$ cat src/gcne_pkg.sv
// Shared constants, types and register indexes of the grid cell neighbor enumerator.
// Used by every module under src; depends on nothing.
`timescale 1ns / 1ps

package gcne_pkg;

  localparam int AXIS_BITS  = 8;
  localparam int COORD_BITS = 24;

  localparam int SIZE_W     = 23;
  localparam int COUNT_W    = AXIS_BITS + 1;
  localparam int DIV_W      = COORD_BITS - 1;
  localparam int DIV_CNT_W  = $clog2(DIV_W);
  localparam int CMP_W      = (DIV_W > COUNT_W) ? DIV_W : COUNT_W;
  localparam int NXNY_W     = 2 * AXIS_BITS + 1;
  localparam int IDX_W      = 3 * AXIS_BITS;
  localparam int ORD_W      = 5;

  localparam int CFG_IDX_W  = 3;
  localparam int CFG_DATA_W = (SIZE_W > COUNT_W) ? SIZE_W : COUNT_W;

  localparam int IN_RAW_W   = 3 * COORD_BITS;
  localparam int IN_DATA_W  = ((IN_RAW_W + 7) / 8) * 8;
  localparam int OUT_RAW_W  = IDX_W + 3 * AXIS_BITS + ORD_W;
  localparam int OUT_DATA_W = ((OUT_RAW_W + 7) / 8) * 8;

  localparam int QUEUE_DEPTH = 2;
  localparam int QPTR_W      = (QUEUE_DEPTH > 1) ? $clog2(QUEUE_DEPTH) : 1;
  localparam int QCNT_W      = $clog2(QUEUE_DEPTH + 1);

  localparam logic [COUNT_W-1:0] AXIS_MAX = COUNT_W'(1) << AXIS_BITS;

  typedef enum logic [CFG_IDX_W-1:0] {
    REG_SIZE_X  = CFG_IDX_W'(0),
    REG_SIZE_Y  = CFG_IDX_W'(1),
    REG_SIZE_Z  = CFG_IDX_W'(2),
    REG_CELLS_X = CFG_IDX_W'(3),
    REG_CELLS_Y = CFG_IDX_W'(4),
    REG_CELLS_Z = CFG_IDX_W'(5)
  } cfg_reg_e;

  typedef struct packed {
    logic [SIZE_W-1:0]  size_x;
    logic [SIZE_W-1:0]  size_y;
    logic [SIZE_W-1:0]  size_z;
    logic [COUNT_W-1:0] cnt_x;
    logic [COUNT_W-1:0] cnt_y;
    logic [COUNT_W-1:0] cnt_z;
  } cfg_t;

  typedef struct packed {
    logic                 outside;
    logic [AXIS_BITS-1:0] cx;
    logic [AXIS_BITS-1:0] cy;
    logic [AXIS_BITS-1:0] cz;
  } cell_t;

endpackage

$ cat src/grid_cell_neighbor_enumerator.sv
// Top level of the grid cell neighbor enumerator: configuration registers, front end,
// cell queue and back end. Depends on gcne_pkg, gcne_front, gcne_queue, gcne_back.
//
//   channel   direction  handshake                        payload
//   s_axis    in         s_axis_tvalid / s_axis_tready    tdata: pos_x, pos_y, pos_z
//   m_axis    out        m_axis_tvalid / m_axis_tready    tdata: cell_index, cell_x, cell_y,
//                                                         cell_z, ordinal; tuser; tlast
//   cfg       in         cfg_we_i                         cfg_idx_i, cfg_data_i
//
// The front end loads a request, runs COORD_BITS - 1 divider steps and pushes the cell;
// only then does it start the next request, which is held in an input register meanwhile.
// The back end emits one result per cycle unless the output stalls: 27 for a cell in the
// middle of the grid, 8 in a corner, down to 1 on a single-cell grid and 1 for an outside
// position. Between the queue and the output port lie the walk registers, the product stage
// and the output register. Reset clears all control state and sets every configuration
// register to 1; stalls on the output port propagate back via the queue to s_axis_tready.
`timescale 1ns / 1ps

module grid_cell_neighbor_enumerator (
  input  logic                               clk_i,
  input  logic                               rst_ni,
  input  logic                               s_axis_tvalid,
  output logic                               s_axis_tready,
  // pos_x [23:0], pos_y [47:24], pos_z [71:48]
  input  logic [gcne_pkg::IN_DATA_W-1:0]     s_axis_tdata,
  output logic                               m_axis_tvalid,
  input  logic                               m_axis_tready,
  // cell_index [23:0], cell_x [31:24], cell_y [39:32], cell_z [47:40], ordinal [52:48]
  output logic [gcne_pkg::OUT_DATA_W-1:0]    m_axis_tdata,
  // outside [0]
  output logic                               m_axis_tuser,
  output logic                               m_axis_tlast,
  input  logic                               cfg_we_i,
  input  logic [gcne_pkg::CFG_IDX_W-1:0]     cfg_idx_i,
  input  logic [gcne_pkg::CFG_DATA_W-1:0]    cfg_data_i
);
  import gcne_pkg::*;

  cfg_t              cfg_q, cfg_d;
  logic [NXNY_W-1:0] nxny_q;
  logic [SIZE_W-1:0] wr_size;
  logic [COUNT_W-1:0] wr_cnt_raw, wr_cnt;

  logic  q_push_valid, q_push_ready, q_pop_valid, q_pop_ready;
  cell_t q_push_data, q_pop_data;

  always_comb begin
    wr_size    = (cfg_data_i[SIZE_W-1:0] == '0) ? SIZE_W'(1) : cfg_data_i[SIZE_W-1:0];
    wr_cnt_raw = cfg_data_i[COUNT_W-1:0];
    wr_cnt     = (wr_cnt_raw > AXIS_MAX) ? AXIS_MAX : wr_cnt_raw;
    cfg_d      = cfg_q;
    if (cfg_we_i) begin
      case (cfg_idx_i)
        REG_SIZE_X:  cfg_d.size_x = wr_size;
        REG_SIZE_Y:  cfg_d.size_y = wr_size;
        REG_SIZE_Z:  cfg_d.size_z = wr_size;
        REG_CELLS_X: cfg_d.cnt_x  = wr_cnt;
        REG_CELLS_Y: cfg_d.cnt_y  = wr_cnt;
        REG_CELLS_Z: cfg_d.cnt_z  = wr_cnt;
        default: begin
          cfg_d = cfg_q;
        end
      endcase
    end
  end

  always_ff @(posedge clk_i or negedge rst_ni) begin
    if (!rst_ni) begin
      cfg_q.size_x <= SIZE_W'(1);
      cfg_q.size_y <= SIZE_W'(1);
      cfg_q.size_z <= SIZE_W'(1);
      cfg_q.cnt_x  <= COUNT_W'(1);
      cfg_q.cnt_y  <= COUNT_W'(1);
      cfg_q.cnt_z  <= COUNT_W'(1);
      nxny_q       <= NXNY_W'(1);
    end else begin
      cfg_q  <= cfg_d;
      nxny_q <= NXNY_W'(cfg_q.cnt_x) * NXNY_W'(cfg_q.cnt_y);
    end
  end

  gcne_front u_front (
    .clk_i        (clk_i),
    .rst_ni       (rst_ni),
    .s_axis_tvalid(s_axis_tvalid),
    .s_axis_tready(s_axis_tready),
    .s_axis_tdata (s_axis_tdata),
    .cfg_i        (cfg_q),
    .q_valid_o    (q_push_valid),
    .q_ready_i    (q_push_ready),
    .q_data_o     (q_push_data)
  );

  gcne_queue u_queue (
    .clk_i       (clk_i),
    .rst_ni      (rst_ni),
    .push_valid_i(q_push_valid),
    .push_ready_o(q_push_ready),
    .push_data_i (q_push_data),
    .pop_valid_o (q_pop_valid),
    .pop_ready_i (q_pop_ready),
    .pop_data_o  (q_pop_data)
  );

  gcne_back u_back (
    .clk_i        (clk_i),
    .rst_ni       (rst_ni),
    .cfg_i        (cfg_q),
    .nxny_i       (nxny_q),
    .q_valid_i    (q_pop_valid),
    .q_ready_o    (q_pop_ready),
    .q_data_i     (q_pop_data),
    .m_axis_tvalid(m_axis_tvalid),
    .m_axis_tready(m_axis_tready),
    .m_axis_tdata (m_axis_tdata),
    .m_axis_tuser (m_axis_tuser),
    .m_axis_tlast (m_axis_tlast)
  );

endmodule

$ cat src/gcne_axis_div.sv
// One axis of the front end: restoring divider, one quotient bit per step, and grid check.
// Depends on gcne_pkg.
`timescale 1ns / 1ps

module gcne_axis_div (
  input  logic                            clk_i,
  input  logic                            load_i,
  input  logic                            step_i,
  input  logic [gcne_pkg::COORD_BITS-1:0] pos_i,
  input  logic [gcne_pkg::SIZE_W-1:0]     size_i,
  input  logic [gcne_pkg::COUNT_W-1:0]    count_i,
  output logic                            in_grid_o,
  output logic [gcne_pkg::AXIS_BITS-1:0]  cell_o
);
  import gcne_pkg::*;

  logic              neg_q, neg_d;
  logic [DIV_W-1:0]  quo_q, quo_d;
  logic [SIZE_W-1:0] rem_q, rem_d;
  logic [SIZE_W:0]   shifted;
  logic [SIZE_W:0]   trial;

  always_comb begin
    shifted = {rem_q, quo_q[DIV_W-1]};
    trial   = shifted - {1'b0, size_i};
    neg_d   = neg_q;
    quo_d   = quo_q;
    rem_d   = rem_q;
    if (load_i) begin
      neg_d = pos_i[COORD_BITS-1];
      quo_d = pos_i[DIV_W-1:0];
      rem_d = '0;
    end else if (step_i) begin
      if (!trial[SIZE_W]) begin
        rem_d = trial[SIZE_W-1:0];
        quo_d = {quo_q[DIV_W-2:0], 1'b1};
      end else begin
        rem_d = shifted[SIZE_W-1:0];
        quo_d = {quo_q[DIV_W-2:0], 1'b0};
      end
    end
  end

  always_ff @(posedge clk_i) begin
    neg_q <= neg_d;
    quo_q <= quo_d;
    rem_q <= rem_d;
  end

  assign in_grid_o = !neg_q && (CMP_W'(quo_q) < CMP_W'(count_i));
  assign cell_o    = AXIS_BITS'(quo_q);

endmodule

$ cat src/gcne_front.sv
// Front end: takes a position request, divides the three coordinates in parallel and
// classifies the cell as inside or outside the grid. Depends on gcne_pkg, gcne_axis_div.
`timescale 1ns / 1ps

module gcne_front (
  input  logic                           clk_i,
  input  logic                           rst_ni,
  input  logic                           s_axis_tvalid,
  output logic                           s_axis_tready,
  input  logic [gcne_pkg::IN_DATA_W-1:0] s_axis_tdata,
  input  gcne_pkg::cfg_t                 cfg_i,
  output logic                           q_valid_o,
  input  logic                           q_ready_i,
  output gcne_pkg::cell_t                q_data_o
);
  import gcne_pkg::*;

  typedef enum logic [2:0] {
    F_IDLE = 3'b001,
    F_DIV  = 3'b010,
    F_PUSH = 3'b100
  } front_state_e;

  front_state_e         state_q, state_d;
  logic                 hold_v_q, hold_v_d;
  logic [IN_RAW_W-1:0]  hold_q, hold_d;
  logic [DIV_CNT_W-1:0] cnt_q, cnt_d;
  logic                 load, step;
  logic                 in_x, in_y, in_z;
  logic [AXIS_BITS-1:0] cell_x, cell_y, cell_z;

  assign s_axis_tready = !hold_v_q;

  always_comb begin
    state_d  = state_q;
    hold_v_d = hold_v_q;
    hold_d   = hold_q;
    cnt_d    = cnt_q;
    load     = 1'b0;
    step     = 1'b0;
    if (s_axis_tvalid && !hold_v_q) begin
      hold_v_d = 1'b1;
      hold_d   = s_axis_tdata[IN_RAW_W-1:0];
    end
    case (state_q)
      F_IDLE: begin
        if (hold_v_q) begin
          load     = 1'b1;
          hold_v_d = 1'b0;
          cnt_d    = '0;
          state_d  = F_DIV;
        end
      end
      F_DIV: begin
        step  = 1'b1;
        cnt_d = cnt_q + 1'b1;
        if (cnt_q == DIV_CNT_W'(DIV_W - 1)) begin
          state_d = F_PUSH;
        end
      end
      F_PUSH: begin
        if (q_ready_i) begin
          if (hold_v_q) begin
            load     = 1'b1;
            hold_v_d = 1'b0;
            cnt_d    = '0;
            state_d  = F_DIV;
          end else begin
            state_d = F_IDLE;
          end
        end
      end
      default: begin
        state_d = F_IDLE;
      end
    endcase
  end

  always_ff @(posedge clk_i or negedge rst_ni) begin
    if (!rst_ni) begin
      state_q  <= F_IDLE;
      hold_v_q <= 1'b0;
      cnt_q    <= '0;
    end else begin
      state_q  <= state_d;
      hold_v_q <= hold_v_d;
      cnt_q    <= cnt_d;
    end
  end

  always_ff @(posedge clk_i) begin
    hold_q <= hold_d;
  end

  gcne_axis_div u_div_x (
    .clk_i    (clk_i),
    .load_i   (load),
    .step_i   (step),
    .pos_i    (hold_q[COORD_BITS-1:0]),
    .size_i   (cfg_i.size_x),
    .count_i  (cfg_i.cnt_x),
    .in_grid_o(in_x),
    .cell_o   (cell_x)
  );

  gcne_axis_div u_div_y (
    .clk_i    (clk_i),
    .load_i   (load),
    .step_i   (step),
    .pos_i    (hold_q[2*COORD_BITS-1:COORD_BITS]),
    .size_i   (cfg_i.size_y),
    .count_i  (cfg_i.cnt_y),
    .in_grid_o(in_y),
    .cell_o   (cell_y)
  );

  gcne_axis_div u_div_z (
    .clk_i    (clk_i),
    .load_i   (load),
    .step_i   (step),
    .pos_i    (hold_q[3*COORD_BITS-1:2*COORD_BITS]),
    .size_i   (cfg_i.size_z),
    .count_i  (cfg_i.cnt_z),
    .in_grid_o(in_z),
    .cell_o   (cell_z)
  );

  always_comb begin
    q_valid_o        = (state_q == F_PUSH);
    q_data_o.outside = !(in_x && in_y && in_z);
    q_data_o.cx      = q_data_o.outside ? '0 : cell_x;
    q_data_o.cy      = q_data_o.outside ? '0 : cell_y;
    q_data_o.cz      = q_data_o.outside ? '0 : cell_z;
  end

endmodule

$ cat src/gcne_queue.sv
// Short register queue of classified cells between the front and the back end.
// Depends on gcne_pkg.
`timescale 1ns / 1ps

module gcne_queue (
  input  logic            clk_i,
  input  logic            rst_ni,
  input  logic            push_valid_i,
  output logic            push_ready_o,
  input  gcne_pkg::cell_t push_data_i,
  output logic            pop_valid_o,
  input  logic            pop_ready_i,
  output gcne_pkg::cell_t pop_data_o
);
  import gcne_pkg::*;

  cell_t             mem_q [QUEUE_DEPTH];
  logic [QPTR_W-1:0] wr_ptr_q, wr_ptr_d;
  logic [QPTR_W-1:0] rd_ptr_q, rd_ptr_d;
  logic [QCNT_W-1:0] cnt_q, cnt_d;
  logic              push, pop;

  assign push_ready_o = (cnt_q != QCNT_W'(QUEUE_DEPTH));
  assign pop_valid_o  = (cnt_q != '0);
  assign pop_data_o   = mem_q[rd_ptr_q];
  assign push         = push_valid_i && push_ready_o;
  assign pop          = pop_ready_i && pop_valid_o;

  always_comb begin
    wr_ptr_d = wr_ptr_q;
    rd_ptr_d = rd_ptr_q;
    cnt_d    = cnt_q;
    if (push) begin
      wr_ptr_d = (wr_ptr_q == QPTR_W'(QUEUE_DEPTH - 1)) ? '0 : wr_ptr_q + 1'b1;
    end
    if (pop) begin
      rd_ptr_d = (rd_ptr_q == QPTR_W'(QUEUE_DEPTH - 1)) ? '0 : rd_ptr_q + 1'b1;
    end
    if (push && !pop) begin
      cnt_d = cnt_q + 1'b1;
    end else if (pop && !push) begin
      cnt_d = cnt_q - 1'b1;
    end
  end

  always_ff @(posedge clk_i or negedge rst_ni) begin
    if (!rst_ni) begin
      wr_ptr_q <= '0;
      rd_ptr_q <= '0;
      cnt_q    <= '0;
    end else begin
      wr_ptr_q <= wr_ptr_d;
      rd_ptr_q <= rd_ptr_d;
      cnt_q    <= cnt_d;
    end
  end

  always_ff @(posedge clk_i) begin
    if (push) begin
      mem_q[wr_ptr_q] <= push_data_i;
    end
  end

endmodule

$ cat src/gcne_back.sv
// Back end: walks the existing cells of the 3x3x3 block around a queued cell, one per unstalled
// cycle, then forms the linear index in a product stage and an output register. Uses gcne_pkg.
`timescale 1ns / 1ps

module gcne_back (
  input  logic                            clk_i,
  input  logic                            rst_ni,
  input  gcne_pkg::cfg_t                  cfg_i,
  input  logic [gcne_pkg::NXNY_W-1:0]     nxny_i,
  input  logic                            q_valid_i,
  output logic                            q_ready_o,
  input  gcne_pkg::cell_t                 q_data_i,
  output logic                            m_axis_tvalid,
  input  logic                            m_axis_tready,
  output logic [gcne_pkg::OUT_DATA_W-1:0] m_axis_tdata,
  output logic                            m_axis_tuser,
  output logic                            m_axis_tlast
);
  import gcne_pkg::*;

  function automatic logic [AXIS_BITS-1:0] lo_of(input logic [AXIS_BITS-1:0] c);
    lo_of = (c == '0) ? '0 : c - 1'b1;
  endfunction

  function automatic logic [AXIS_BITS-1:0] hi_of(input logic [AXIS_BITS-1:0] c,
                                                  input logic [COUNT_W-1:0]   n);
    hi_of = ((COUNT_W'(c) + COUNT_W'(1)) == n) ? c : c + 1'b1;
  endfunction

  logic                 act_q, act_d;
  logic                 outs_q, outs_d;
  logic [AXIS_BITS-1:0] x_q, x_d, y_q, y_d, z_q, z_d;
  logic [AXIS_BITS-1:0] xhi_q, xhi_d;
  logic [AXIS_BITS-1:0] ylo_q, ylo_d, yhi_q, yhi_d;
  logic [AXIS_BITS-1:0] zlo_q, zlo_d, zhi_q, zhi_d;
  logic [ORD_W-1:0]     ord_q, ord_d;

  logic                 s1_v_q;
  logic [NXNY_W-1:0]    s1_px_q;
  logic [IDX_W-1:0]     s1_pz_q;
  logic [AXIS_BITS-1:0] s1_x_q, s1_y_q, s1_z_q;
  logic [ORD_W-1:0]     s1_ord_q;
  logic                 s1_outs_q, s1_last_q;

  logic                 out_v_q;
  logic [IDX_W-1:0]     out_idx_q;
  logic [AXIS_BITS-1:0] out_x_q, out_y_q, out_z_q;
  logic [ORD_W-1:0]     out_ord_q;
  logic                 out_outs_q, out_last_q;

  logic out_rdy, s1_en, emit, last_c, take;

  assign out_rdy   = !out_v_q || m_axis_tready;
  assign s1_en     = !s1_v_q || out_rdy;
  assign emit      = act_q && s1_en;
  assign last_c    = outs_q || ((x_q == xhi_q) && (y_q == yhi_q) && (z_q == zhi_q));
  assign q_ready_o = !act_q || (emit && last_c);
  assign take      = q_valid_i && q_ready_o;

  always_comb begin
    act_d  = act_q;
    outs_d = outs_q;
    x_d    = x_q;
    y_d    = y_q;
    z_d    = z_q;
    xhi_d  = xhi_q;
    ylo_d  = ylo_q;
    yhi_d  = yhi_q;
    zlo_d  = zlo_q;
    zhi_d  = zhi_q;
    ord_d  = ord_q;
    if (take) begin
      act_d  = 1'b1;
      outs_d = q_data_i.outside;
      ylo_d  = lo_of(q_data_i.cy);
      zlo_d  = lo_of(q_data_i.cz);
      xhi_d  = hi_of(q_data_i.cx, cfg_i.cnt_x);
      yhi_d  = hi_of(q_data_i.cy, cfg_i.cnt_y);
      zhi_d  = hi_of(q_data_i.cz, cfg_i.cnt_z);
      x_d    = q_data_i.outside ? '0 : lo_of(q_data_i.cx);
      y_d    = q_data_i.outside ? '0 : lo_of(q_data_i.cy);
      z_d    = q_data_i.outside ? '0 : lo_of(q_data_i.cz);
      ord_d  = ORD_W'(1);
    end else if (emit) begin
      if (last_c) begin
        act_d = 1'b0;
      end else begin
        ord_d = ord_q + 1'b1;
        if (z_q != zhi_q) begin
          z_d = z_q + 1'b1;
        end else begin
          z_d = zlo_q;
          if (y_q != yhi_q) begin
            y_d = y_q + 1'b1;
          end else begin
            y_d = ylo_q;
            x_d = x_q + 1'b1;
          end
        end
      end
    end
  end

  always_ff @(posedge clk_i or negedge rst_ni) begin
    if (!rst_ni) begin
      act_q   <= 1'b0;
      s1_v_q  <= 1'b0;
      out_v_q <= 1'b0;
    end else begin
      act_q <= act_d;
      if (s1_en) begin
        s1_v_q <= emit;
      end
      if (out_rdy) begin
        out_v_q <= s1_v_q;
      end
    end
  end

  always_ff @(posedge clk_i) begin
    outs_q <= outs_d;
    x_q    <= x_d;
    y_q    <= y_d;
    z_q    <= z_d;
    xhi_q  <= xhi_d;
    ylo_q  <= ylo_d;
    yhi_q  <= yhi_d;
    zlo_q  <= zlo_d;
    zhi_q  <= zhi_d;
    ord_q  <= ord_d;
    if (s1_en) begin
      s1_px_q   <= NXNY_W'(x_q) * NXNY_W'(cfg_i.cnt_y);
      s1_pz_q   <= IDX_W'(z_q) * IDX_W'(nxny_i);
      s1_x_q    <= x_q;
      s1_y_q    <= y_q;
      s1_z_q    <= z_q;
      s1_ord_q  <= outs_q ? '0 : ord_q;
      s1_outs_q <= outs_q;
      s1_last_q <= last_c;
    end
    if (out_rdy) begin
      out_idx_q  <= s1_pz_q + IDX_W'(s1_px_q) + IDX_W'(s1_y_q);
      out_x_q    <= s1_x_q;
      out_y_q    <= s1_y_q;
      out_z_q    <= s1_z_q;
      out_ord_q  <= s1_ord_q;
      out_outs_q <= s1_outs_q;
      out_last_q <= s1_last_q;
    end
  end

  assign m_axis_tvalid = out_v_q;
  assign m_axis_tdata  = OUT_DATA_W'({out_ord_q, out_z_q, out_y_q, out_x_q, out_idx_q});
  assign m_axis_tuser  = out_outs_q;
  assign m_axis_tlast  = out_last_q;

endmodule

$ cat config.mk
export PLATFORM = sky130hd
export DESIGN_NAME = grid_cell_neighbor_enumerator
export DESIGN_NICKNAME = d
export VERILOG_FILES = /design/src/gcne_pkg.sv /design/src/grid_cell_neighbor_enumerator.sv /design/src/gcne_axis_div.sv /design/src/gcne_front.sv /design/src/gcne_queue.sv /design/src/gcne_back.sv
export SDC_FILE = /design/constraint.sdc
export NUM_CORES = 2
export LEC_CHECK = 0
export ABC_AREA = 1
export BUFFER_PORTS_ARGS = -buffer_cell sky130_fd_sc_hd__buf_2
export CORE_MARGIN = 8
export CORE_UTILIZATION = 50
export CTS_CLUSTER_DIAMETER = 40
export DETAILED_ROUTE_END_ITERATION = 7
export PLACE_DENSITY_LB_ADDON = 0.2
export SYNTH_ARGS = -nofsm -noshare
export SYNTH_HDL_FRONTEND = slang
export SYNTH_SLANG_ARGS = --single-unit
$ cat constraint.sdc
create_clock -name clk_i -period 5.8 [get_ports clk_i]
set_clock_uncertainty 0.1 [all_clocks]
set_input_delay 0.29 -clock clk_i [delete_from_list [all_inputs] [get_ports clk_i]]
set_output_delay 0.29 -clock clk_i [all_outputs]
set_load 0.03 [all_outputs]
Word level (Yosys, flattened, before mapping)
Memory sizes are Yosys's and may differ from the RTL's. Index checks and enable logic that the tools add are counted.

Register bits after elaboration: 539. Memories: 1. Logic and storage cells: 224. Bits in writable memories: 50. Input port bits: 103. Output and inout port bits: 60.

Memories: u_queue.mem_q (depth 2, bits a word 25, read ports 1, clocked after memory_dff 0, wr ports 1, line gcne_queue.sv:17) `cell_t mem_q [QUEUE_DEPTH];`.

Multiplexer cells: 65. Reductions and logical operators: 52. Bitwise logic cells: 1. Magnitude comparators: 4. $add $sub $neg: 23. $mul: 3. Eq/ne operators: 24.

Operator list (count): 23-bit 2-to-1 mux (10); 8-bit 2-to-1 mux (26); 24-bit by 23-bit subtractor with 24-bit output (3); 23-bit by 9-bit < comparator with 1-bit output (3); 8-bit by 1-bit adder with 8-bit output, second input constant (6); 8-bit by 1-bit adder with 9-bit output, second input constant (3); 9-bit equality test (3); 24-bit by 17-bit adder with 24-bit output (1); 24-bit by 8-bit adder with 24-bit output (1); 8-bit equality test (3); 8-bit logical NOT (3); 8-bit by 17-bit multiplier with 24-bit output (1); 8-bit by 1-bit subtractor with 8-bit output, second input constant (3); 23-bit logical NOT (1); 2-bit AND reduction (10); 8-bit by 9-bit multiplier with 17-bit output (1); 9-bit by 9-bit multiplier with 17-bit output (1); 1-bit 2-to-1 mux (16); 8-bit != test (2); 5-bit case mux with 3 select lines (1); 1-bit logical AND (14); 5-bit by 1-bit adder with 5-bit output, second input constant (2); 1-bit logical NOT (10); 5-bit 2-to-1 mux (2); other kinds (22) (46).

Longest topological paths before layout
Depth in word-level cells: 10. Mapped depth: 21. Depth with buffers taken out: 20.

Modules after synthesis
From an unflattened synthesis, not the netlist that was laid out.

Cell total of the unflattened synthesis: 5426. Area total of the unflattened synthesis: 42717.2 µm².

Modules (own cells, without submodules): gcne_back (instances 1, area each 17907.2 µm², cells each 2177, sequential area each 5940.7 µm²); gcne_axis_div at u_front.u_div_x ... (instances 2, area each 4236.6 µm², cells each 681, sequential area each 1181.1 µm²); grid_cell_neighbor_enumerator (instances 1, area each 7201.9 µm², cells each 850, sequential area each 2836.5 µm²); gcne_axis_div at u_front.u_div_y (instances 1, area each 4159.0 µm², cells each 681, sequential area each 1181.1 µm²); gcne_front (instances 1, area each 2891.5 µm², cells each 197, sequential area each 2388.5 µm²); gcne_queue (instances 1, area each 2084.5 µm², cells each 159, sequential area each 1601.5 µm²).

Worst setup path before layout
OpenSTA, ideal clock, no wires.

Path type: register to register. Start point: register u_back.z_q[6]. End point: register u_back.s1_pz_q[19], data pin. Setup slack: 1.080 ns. Required time: 5.438 ns. Setup time: 0.262 ns. Period minus slack after synthesis: 4.720 ns. Data arrival time: 4.358 ns. Cell stages (with the launch flop): 17. Buffers on the path: 2. Cell sequence: edfxtp_1 -> clkbuf_1 -> clkbuf_1 -> nand2_1 -> fa_1 -> fa_1 -> inv_1 -> fa_1 -> inv_1 -> fa_1 -> inv_1 -> ha_1 -> nand2_1 -> nor4_1 -> a21oi_1 -> o21bai_1 -> xor2_1.

Cells in the longest elaborated chain, start to end: 1.

Ends and longest elaborated chain: start, declared (line gcne_back.sv:32) `logic [AXIS_BITS-1:0] x_q, x_d, y_q, y_d, z_q, z_d;`; start signal, assigned (line gcne_back.sv:124) `z_q <= z_d;`; 8-bit by 17-bit multiplier with 24-bit output (line gcne_back.sv:133) `s1_pz_q <= IDX_W'(z_q) * IDX_W'(nxny_i);`; end signal, assigned (line gcne_back.sv:133); end, declared (line gcne_back.sv:40) `logic [IDX_W-1:0] s1_pz_q;`.

No other way between the ends. A chain may end at the register's enable or synchronous reset.

Worst setup path after layout
Start point: register u_back.z_q[2]. End point: register u_back.s1_pz_q[19], data pin.

The elaborated chain is that of the path after synthesis.

==> impl_results.md <==
* PD cells at 623 nW/um^2
* R2R Path Start: u_back.z_q[2]
* Fin. max-slew vios at 0
* Multi-input combinational cell area at around 21000 sq um
* Layout cells sized above 1 at 0.0859
* Nets at around 5800
* Worst-skew pair later-pin latency at 0.66 ns
* Synthesis Warnings at 0
* Clk pin slew, worst setup/hold paths at around 0.060 ns
* Gpl congestion at about 0.93
* Core ar. at between 80000 and 90000 sq um
* Levels on crit path at 14
* Initial antenna violation count at 2
* WHS Endpoint: u_back.s1_v_q
* Crit path from: u_back.z_q[2]
* Longest Clk Path Bufs at 3
* Final TNS setup at 0 ns
* Vias in the first global route at 33098
* Num CTS Buffers at 94
* WP buf/inv at 3
* Sequential area share after synthesis at 0.396
* Worst R2R Setup Slack at between 0.6 and 0.7 ns
* Commonest non-fill, non-tap cell in the layout: nand2_1
* Crit path top cell by count: fa_1
* Setup Viol. Count Final at 0
* Root Buffer: clkbuf_16
* Die height at roughly 300 um
* Cell area after layout at between 40000 and 50000 sq um
* IO Port Bufs at ~160
* Util after Layout at 0.576
* Worst IR Drop VDD at about 440 uV
* Die ar. at 91800 sq um
* Post-Place Cell Area at around 43000 sq um
* # rows at about 110
* Reg area at between 15000 and 20000 sq um
* Starting Density at 0.503
* P&R area growth vs syn at 14.4%
* Delay-heaviest family, CP: adder cells
* H-tree depth at 3
* Min-delay worst type: in -> reg
* Detailed Routing Iterations Pass 1 at 7
* I/O pins at roughly 160
* Drt initial violations at about 2100
* Max-cap violations at 0
* WL/cell at 16.2 um
* Critical Path AT at around 5.4 ns
* Total GRT Usage at 0.230
* Post-synth EDFFs at just under 400
* Worst setup SP type: register
* Period utilization at 0.887
* LEAKAGE at around 24 nW
* Period minus WS final at 5.15 ns
* CTS tree: built
* Via/cell ratio at 5.09
* Hold Slack at approximately 0.060 ns
* Hold path depth at 4
* Ys async rst share at 0.219
* Hpwl dp at approximately 77000 um
* Grt ovf at 0
* Critical path's largest stage delay at 0.96 ns
* Vias at around 33000
* Path depth of the worst reg2reg path at 14
* Critical path type: reg -> reg
* Tightest Pin Transition at ~1.1 ns
* Synth top area share at 0.282
* Worst r2r dst: u_back.s1_pz_q[19]
* Hold Fails Final Rpt at 0
* #FFs+latches synth at between 500 and 600
* Synth area leaders: edfxtp_1, nand2_1, fa_1
* Slowest stage cell, crit path: edfxtp_1
* Routed WL at about 100000 um
* CP cell instances: nand2_1, fa_1, inv_1, fa_1, fa_1, inv_1, fa_1, inv_1, ha_1, nand2_1, nor4_1, a21oi_1, o21bai_1, xor2_1
* FILL cells at ~7500
* Synthesized area at between 40000 and 50000 sq um
* Slew HR at 0.285
* Residual DRC count at 0
* DIE WIDTH at between 300 and 400 um
* Hold path startpoint: m_axis_tready
* Avg Cell Area, Syn at just over 8 sq um
* Largest net degree at the start of global routing at around 120
* Commonest register cell after synthesis: edfxtp_1
* Antenna Nets Post-Route at 0
* Gate count of the mapped netlist at about 5000
* Setup bufs post-CTS at 0
* Leading area contributor after synthesis: edfxtp_1
* Global-route wire length before repair at 171000 um
* Yosys cell types at between 50 and 60
* RSZ-0062 raised after global routing: no
* Crit end category: register
* Worst path required time at 6.07 ns
* Worst-path fanout max at 22
* Status: completed
* F_max at 194 MHz
* CTS sink count at a little under 600
* Most frequent cells in the layout: nand2_1, inv_1, edfxtp_1
-- worst min-delay path, stage by stage --
cell	delay (ns)
buf_2	0.08
inv_1	0.06
nand3_4	0.25
nand2_1	0.09
-- power breakdown --
group	total (mW)	switching [mW]	internal [mW]	leakage, nW
Sequential	8.17	1.28	6.89	6.01
Clock	5.72	2.24	3.48	1.60
Combinational	15.5	10.2	5.25	16.6
Total	29.4	13.7	15.6	24.2
-- logic make-up after synthesis --
family,synth area share
AOI/OAI and AO/OA,0.0528
xor gates and xnor gates,0.0323
adders and majority gates,0.170
buffers and inverters,0.104
DFF,0.396
muxes,0.000273
other,0.0000911
and+or+nand+nor,0.245
-- Yosys cell counts, drive strengths merged, types with 79 or more instances --
cell,n
fa,192
clkbuf,103
nand2,1623
nand3,316
dfrtp,121
o21ai,222
a21oi,140
xor2,93
nand4,79
ha,251
edfxtp,386
inv,948
nor2,227
-- final cells by class --
cell class                 count  share of cell area
antenna                        3            0.000159
tap                         1070              0.0284
clock inverter                73              0.0177
inverter                     951              0.0758
timing repair buffer         279              0.0412
clock buffer                 105              0.0521
sequential                   589               0.346
multi-input combinational   3356               0.438
-- state kept, by name, indices dropped and copies added (netlist names), 17 cells and up --
register,count
cfg_q,96
u_front.hold_q,72
u_queue.mem_q,50
u_back.out_idx_q,24
u_back.s1_pz_q,24
u_front.u_div_x.quo_q,23
u_front.u_div_x.rem_q,23
u_front.u_div_y.quo_q,23
u_front.u_div_y.rem_q,23
u_front.u_div_z.quo_q,23
u_front.u_div_z.rem_q,23
nxny_q,17
u_back.s1_px_q,17
-- per-layer routing --
layer | vias up | global-route usage | part of all wire | routed length (um)
met2 | 769 | 0.401 | 0.48 | 50400
met4 | 0 | 0.0818 | 0.034 | 3540
met1 | 15346 | 0.293 | 0.44 | 45500
met5 | - | 0 | 0 | 0
met3 | 202 | 0.0306 | 0.045 | 4660
li1 | 16361 | - | - | -
-- worst max path at each step --
| stage | end | slack (ns) |
|---|---|---|
| global route | u_back.s1_pz_q[19] | 0.38 |
| finish | u_back.s1_pz_q[19] | 0.65 |
| detailed placement | u_back.s1_pz_q[19] | 0.73 |
| CTS | u_back.s1_pz_q[19] | 0.70 |
| global placement | u_back.s1_pz_q[19] | 0.80 |
| floorplan | u_back.s1_pz_q[19] | 1.08 |
-- metrics by stage --
step	total power [mW]	cells	setup slack, ns
2_1_floorplan	19.6	5049	1.08
3_3_place_gp	23.3	6149	0.800
3_5_place_dp	23.6	6149	0.731
4_1_cts	29.5	6423	0.699
5_1_grt	32.1	6425	0.383
6_report	29.4	6426	0.655
-- timing repair --
item	in CTS	in global routing
resized for setup	0	0
endpoints found under the hold margin	221	0
hold buffers	96	0
Power figures use the tool's default switching activity.
